===== src/rtl/halton_subpixel_jitter_core_defines.svh =====
// assertion helpers for the jitter core rtl
`ifndef HALTON_SUBPIXEL_JITTER_CORE_DEFINES_SVH
`define HALTON_SUBPIXEL_JITTER_CORE_DEFINES_SVH

// same-cycle implication, clocked on clk, off during rst
`define HSJ_ASSERT_NOW(label, ante, cons, msg) \
  label: assert property (@(posedge clk) disable iff (rst) (ante) |-> (cons)) else $error(msg);

// next-cycle implication, clocked on clk, off during rst
`define HSJ_ASSERT_NEXT(label, ante, cons, msg) \
  label: assert property (@(posedge clk) disable iff (rst) (ante) |=> (cons)) else $error(msg);

`endif


===== src/rtl/hsj_pkg.sv =====
package hsj_pkg;

  // defaults for the top level parameters
  localparam int SEQUENCE_BITS_DEF = 32;
  localparam int FRACTION_BITS_DEF = 16;

  // fixed field widths
  localparam int FRAME_W = 32;
  localparam int PIX_W   = 16;
  localparam int NDC_W   = 17;
  localparam int SIZE_W  = 15;
  localparam int DATA_W  = 32;
  localparam int ADDR_W  = 3;

  // register reset values
  localparam logic [SIZE_W-1:0] WIDTH_RESET  = SIZE_W'(1920);
  localparam logic [SIZE_W-1:0] HEIGHT_RESET = SIZE_W'(1080);

  // register index, byte address bit 2
  typedef enum logic [0:0] {
    REG_RENDER_WIDTH  = 1'b0,
    REG_RENDER_HEIGHT = 1'b1
  } reg_idx_t;

  // pipeline control handed to the sub-blocks
  typedef struct packed {
    logic en;
    logic valid;
  } hsj_ctl_t;

  // smallest digit count d with 3^d > 2^bits
  function automatic int digits3(input int bits);
    logic [127:0] p;
    logic [127:0] lim;
    int d;
    p = 128'd1;
    lim = 128'd1 << bits;
    d = 0;
    for (int i = 0; i < 82; i++) begin
      if (p <= lim) begin
        p = p * 128'd3;
        d = d + 1;
      end
    end
    return d;
  endfunction

endpackage


===== src/rtl/hsj_ndc_div.sv =====
module hsj_ndc_div import hsj_pkg::*; #(
  parameter int FRACTION_BITS = FRACTION_BITS_DEF
) (
  input  logic                     clk,
  input  logic                     rst,
  input  hsj_ctl_t                 ctl,
  input  logic [FRACTION_BITS-1:0] in_px,
  input  logic [FRACTION_BITS-1:0] in_py,
  input  logic [SIZE_W-1:0]        width,
  input  logic [SIZE_W-1:0]        height,
  output logic                     out_valid,
  output logic signed [PIX_W-1:0]  pix_x,
  output logic signed [PIX_W-1:0]  pix_y,
  output logic signed [NDC_W-1:0]  ndc_x,
  output logic signed [NDC_W-1:0]  ndc_y
);

  localparam int F   = FRACTION_BITS;
  localparam int QB  = F + 1;
  localparam int BPS = 4;
  localparam int DS  = (QB + BPS - 1) / BPS;
  localparam int QP  = DS * BPS;
  localparam int RW  = SIZE_W + 1;

  logic                    vld_q [DS];
  logic [QP-1:0]           n_q   [2][DS];
  logic [RW-1:0]           r_q   [2][DS];
  logic                    neg_q [2][DS];
  logic [F-1:0]            p_q   [2][DS];
  logic signed [PIX_W-1:0] pix_q [2];
  logic signed [NDC_W-1:0] ndc_q [2];
  logic                    size_zero;

  assign size_zero = (width == '0) || (height == '0);

  // valid line
  for (genvar k = 0; k < DS; k++) begin : g_vld
    logic vld_in;
    if (k == 0) begin : g_first
      assign vld_in = ctl.valid;
    end else begin : g_next
      assign vld_in = vld_q[k-1];
    end
    always_ff @(posedge clk) begin
      if (rst) begin
        vld_q[k] <= 1'b0;
      end else if (ctl.en) begin
        vld_q[k] <= vld_in;
      end
    end
  end

  // one restoring divider lane per axis, four quotient bits per stage
  for (genvar l = 0; l < 2; l++) begin : g_lane
    logic [F-1:0]      p_lane;
    logic [SIZE_W-1:0] size;
    logic [QB-1:0]     dbl;
    logic [QB-1:0]     mag;
    logic [QB-1:0]     q;
    logic [QB:0]       sq;
    if (l == 0) begin : g_x
      assign p_lane = in_px;
      assign size   = width;
    end else begin : g_y
      assign p_lane = in_py;
      assign size   = height;
    end

    // magnitude of twice the jitter
    assign dbl = {p_lane, 1'b0};
    assign mag = p_lane[F-1] ? (~dbl + QB'(1)) : dbl;

    for (genvar k = 0; k < DS; k++) begin : g_stage
      localparam int TOP = QP - 1 - k * BPS;
      logic [QP-1:0] n_in, n_next;
      logic [RW-1:0] r_in, r_next;
      logic          neg_in;
      logic [F-1:0]  p_in;
      if (k == 0) begin : g_first
        assign n_in   = QP'(mag);
        assign r_in   = '0;
        assign neg_in = p_lane[F-1];
        assign p_in   = p_lane;
      end else begin : g_next
        assign n_in   = n_q[l][k-1];
        assign r_in   = r_q[l][k-1];
        assign neg_in = neg_q[l][k-1];
        assign p_in   = p_q[l][k-1];
      end

      // shift in a dividend bit, subtract the size where it fits
      always_comb begin : div_bits
        logic [RW-1:0] r;
        logic [QP-1:0] n;
        n = n_in;
        r = r_in;
        for (int t = 0; t < BPS; t++) begin
          r = {r[RW-2:0], n[TOP - t]};
          if (r >= RW'(size)) begin
            r = r - RW'(size);
            n[TOP - t] = 1'b1;
          end else begin
            n[TOP - t] = 1'b0;
          end
        end
        n_next = n;
        r_next = r;
      end

      always_ff @(posedge clk) begin
        if (ctl.en) begin
          n_q[l][k]   <= n_next;
          r_q[l][k]   <= r_next;
          neg_q[l][k] <= neg_in;
          p_q[l][k]   <= p_in;
        end
      end
    end

    // restore the sign, truncating toward zero
    assign q  = n_q[l][DS-1][QB-1:0];
    assign sq = neg_q[l][DS-1] ? (~{1'b0, q} + (QB+1)'(1)) : {1'b0, q};

    // output register
    always_ff @(posedge clk) begin
      if (ctl.en) begin
        pix_q[l] <= PIX_W'($signed(p_q[l][DS-1]));
        ndc_q[l] <= size_zero ? '0 : NDC_W'($signed(sq));
      end
    end
  end

  always_ff @(posedge clk) begin
    if (rst) begin
      out_valid <= 1'b0;
    end else if (ctl.en) begin
      out_valid <= vld_q[DS-1];
    end
  end

  assign pix_x = pix_q[0];
  assign pix_y = pix_q[1];
  assign ndc_x = ndc_q[0];
  assign ndc_y = ndc_q[1];

endmodule


===== config.mk =====
export PLATFORM = sky130hd
export DESIGN_NAME = hsj_ndc_div
export DESIGN_NICKNAME = d
export VERILOG_FILES = /design/src/rtl/halton_subpixel_jitter_core_defines.svh /design/src/rtl/hsj_pkg.sv /design/src/rtl/hsj_ndc_div.sv
export SDC_FILE = /design/constraint.sdc
export NUM_CORES = 2
export LEC_CHECK = 0
export BUFFER_PORTS_ARGS = -buffer_cell sky130_fd_sc_hd__buf_2
export CAP_MARGIN = 10
export CORE_MARGIN = 2
export CORE_UTILIZATION = 50
export DETAILED_ROUTE_END_ITERATION = 10
export PLACE_DENSITY = 0.72
export SETUP_SLACK_MARGIN = 0.05
export SYNTH_ARGS = -nofsm -noshare
export SYNTH_HDL_FRONTEND = slang
export SYNTH_SLANG_ARGS = --single-unit
export TNS_END_PERCENT = 30

===== constraint.sdc =====
create_clock -name clk -period 20.8 [get_ports clk]
set_input_delay 4.16 -clock clk [delete_from_list [all_inputs] [get_ports clk]]
set_output_delay 4.16 -clock clk [all_outputs]
set_load 0.02 [all_outputs]

==> results_dict.tcl <==
set metrics [dict create \
    synthTopCellsByArea "edfxtp_1 (32%), ha_1 (15%), mux2_2 (6.6%)" \
    fill_cells 8443 \
    drv_slew 0 \
    synth_warnings 0 \
    area_growth_pct 8.854 \
    synthArstFlopShare_pct 0 \
    end_kind "flop" \
    slowest_delay_ns 0.90 \
    ctsLongestPathBuffers 3 \
    place_ws_ns 3.732 \
    maxCapViolations 0 \
    synth_edf_count 505 \
    cp_max_fo 26 \
    die_h_um 312.8 \
    slowest_stage "mux2i_2" \
    clock_sinks 506 \
    synth_cells 4997 \
    place_congestion 0.9681 \
    die_w_um 312.8 \
    period_share_pct 79.33 \
    track_usage_pct 25.14 \
    nets 5836 \
    fmax_mhz 60.60 \
    drive_above_1_share_pct 12.34 \
    syn_area_um2 47690 \
    rsz0062_at_grt "no" \
    yosysUniqueCellTypes 96 \
    synth_top_cell_area_share_pct 31.80 \
    htreeDepth 2 \
    antenna_found_initial 3 \
    ant_nets 0 \
    min_path_type "reg -> reg" \
    fin_ws_ns 4.299 \
    antenna_cells 0 \
    num_rows 113 \
    dr_total_vias 39300 \
    grt_pass1_vias 36400 \
    cts_setup_buffers 0 \
    ys_ff_latch 506 \
    grt_max_degree 199 \
    critPathKind "in -> reg" \
    status "finished clean" \
    arrival_ns 16.85 \
    coreArea_um2 94730 \
    wl_um 126700 \
    cts_resized 0 \
    max-slew-margin-rel_pct 22.42 \
    setup_viol 0 \
    ys.flop_type "edfxtp_1" \
    period_minus_slack_ns 16.50 \
    top_level_ports 133 \
    start_kind "input pin" \
    synth_top_area_cell "edfxtp_1" \
    critPathBufInv 4 \
    ys_seq_area_share_pct 31.84 \
    tightest_slew_ns 1.141 \
    clk_pin_slew_ns 0.06 \
    drc 0 \
    avgViaCountPerCell 6.068 \
    worstPathRequired_ns 21.15 \
    critPathMostFrequentCell "o21ai_0" \
    finalHoldViolations 0 \
    drt-initial-drc-count 3492 \
    finalSetupTns_ns 0 \
    syn_nets 5667 \
    hold_buffers 0 \
    cts_made_buffers 56 \
    cts_tree "done" \
    worst_clock_skew_ns 0.07351 \
    post-dp-hpwl_um 94940 \
    first_pass_iters 6 \
    clock_latency_ns 0.67 \
    crit_family "compound AO/OA/AOI/OAI gates" \
    die_area_um2 97870 \
    wl_per_cell_um 19.56 \
    start_util_pct 50.34 \
    port_buffers 132 \
    syn_avg_cell_area_um2 9.544 \
    grt_overflow 0 \
    grt_pass1_wl_um 198300 \
    root_buffer "clkbuf_16" \
]
area by class of cell:
class / instances / area [µm²] / area share (%)
Clock buffer: 63 / 1428 / 2.750
Clock inverter: 40 / 415.4 / 0.8002
Inverter: 279 / 1047 / 2.017
Multi-Input combinational cell: 4141 / 31180 / 60.06
Sequential cell: 506 / 15180 / 29.25
Tap cell: 1265 / 1583 / 3.049
Timing Repair Buffer: 182 / 1075 / 2.070
routing by layer:
layer / vias to the layer above / GRT usage, % / wire length, µm
li1: 19210 / - / -
met1: 18460 / 36.46 / 59010
met2: 1383 / 38.90 / 54750
met3: 241 / 3.196 / 8671
met4: 4 / 8.123 / 4236
met5: - / 0 / 27
path summary, 6_finish.rpt:
kind                                 start          to  cells after the start  slack [ns]
worst max-delay path             height[0]  r_q[1][52]                     42        4.30
worst min-delay path            n_q[1][65]  n_q[1][45]                      0        0.37
worst max register to register  n_q[1][95]  r_q[1][52]                     41        7.81
worst min register to register  n_q[1][65]  n_q[1][45]                      0        0.37
cells in the mapped netlist (19+ instances only):
cell type  number
o21a_1         89
or4_1          20
buf_2          19
mux2_2        280
or3_1          50
a21oi_1       363
fa_1           32
a31oi_1        49
o21bai_1       26
nor4_1         31
inv_1         268
edfxtp_1      505
nor2_1        396
nand3_1        84
or2_2          35
clkbuf_1       43
o31ai_1        47
ha_1          572
and2_1         35
o211ai_1       37
and3_1         36
xor2_1        137
a211oi_1       49
a21o_1         98
nor3_1        113
mux2i_1        66
o21ai_0       343
nand4_1        66
xnor2_1       266
a21boi_0       34
nor2b_1        84
nand2b_1       87
o31a_1         28
nand2_1       306
state kept, by name, summed over array words and instances, names as in the netlist:
register   flops
n_q          162
out_valid      1
r_q          120
vld_q          5
ndc_q         34
pix_q         32
p_q          152
per-stage QoR:
step | hold WS [ns] | utilization [%] | std cells | instance area (µm²)
6_report | 0.3712 | 54.80 | 6476 | 51910
2_1_floorplan | 0.4003 | - | 4997 | 47690
5_1_grt | 0.3771 | 54.80 | 6476 | 51910
4_1_cts | 0.3533 | 54.79 | 6475 | 51900
3_3_place_gp | 0.4002 | 52.85 | 6372 | 50060
3_5_place_dp | 0.4045 | 52.85 | 6372 | 50060
logic make-up (layout without fill, tap and decap cells):
group,Yosys count,in the layout,share of synthesized area (%)
AO/OA/AOI/OAI,1374,1374,18.64
XOR/XNOR,403,403,7.401
adder cells (fa/ha/maj),604,604,16.35
buffers and inverters,350,564,2.828
flip-flops,506,506,31.84
multiplexers,364,364,8.479
AND/OR/NAND/NOR,1396,1396,14.46
placed cells by master (no fill, tap or decap), drive strengths merged, types with 87 or more instances in the layout:
cell / n
o21ai: 352
nand2: 306
nor2: 396
xnor2: 266
buf: 182
nor3: 113
ha: 572
o21a: 89
mux2: 296
edfxtp: 505
a21oi: 367
a21o: 98
xor2: 137
nand2b: 87
inv: 281
Power is not shown: default switching activity piles up to over one toggle a cycle in this logic, so the estimate is an artifact.
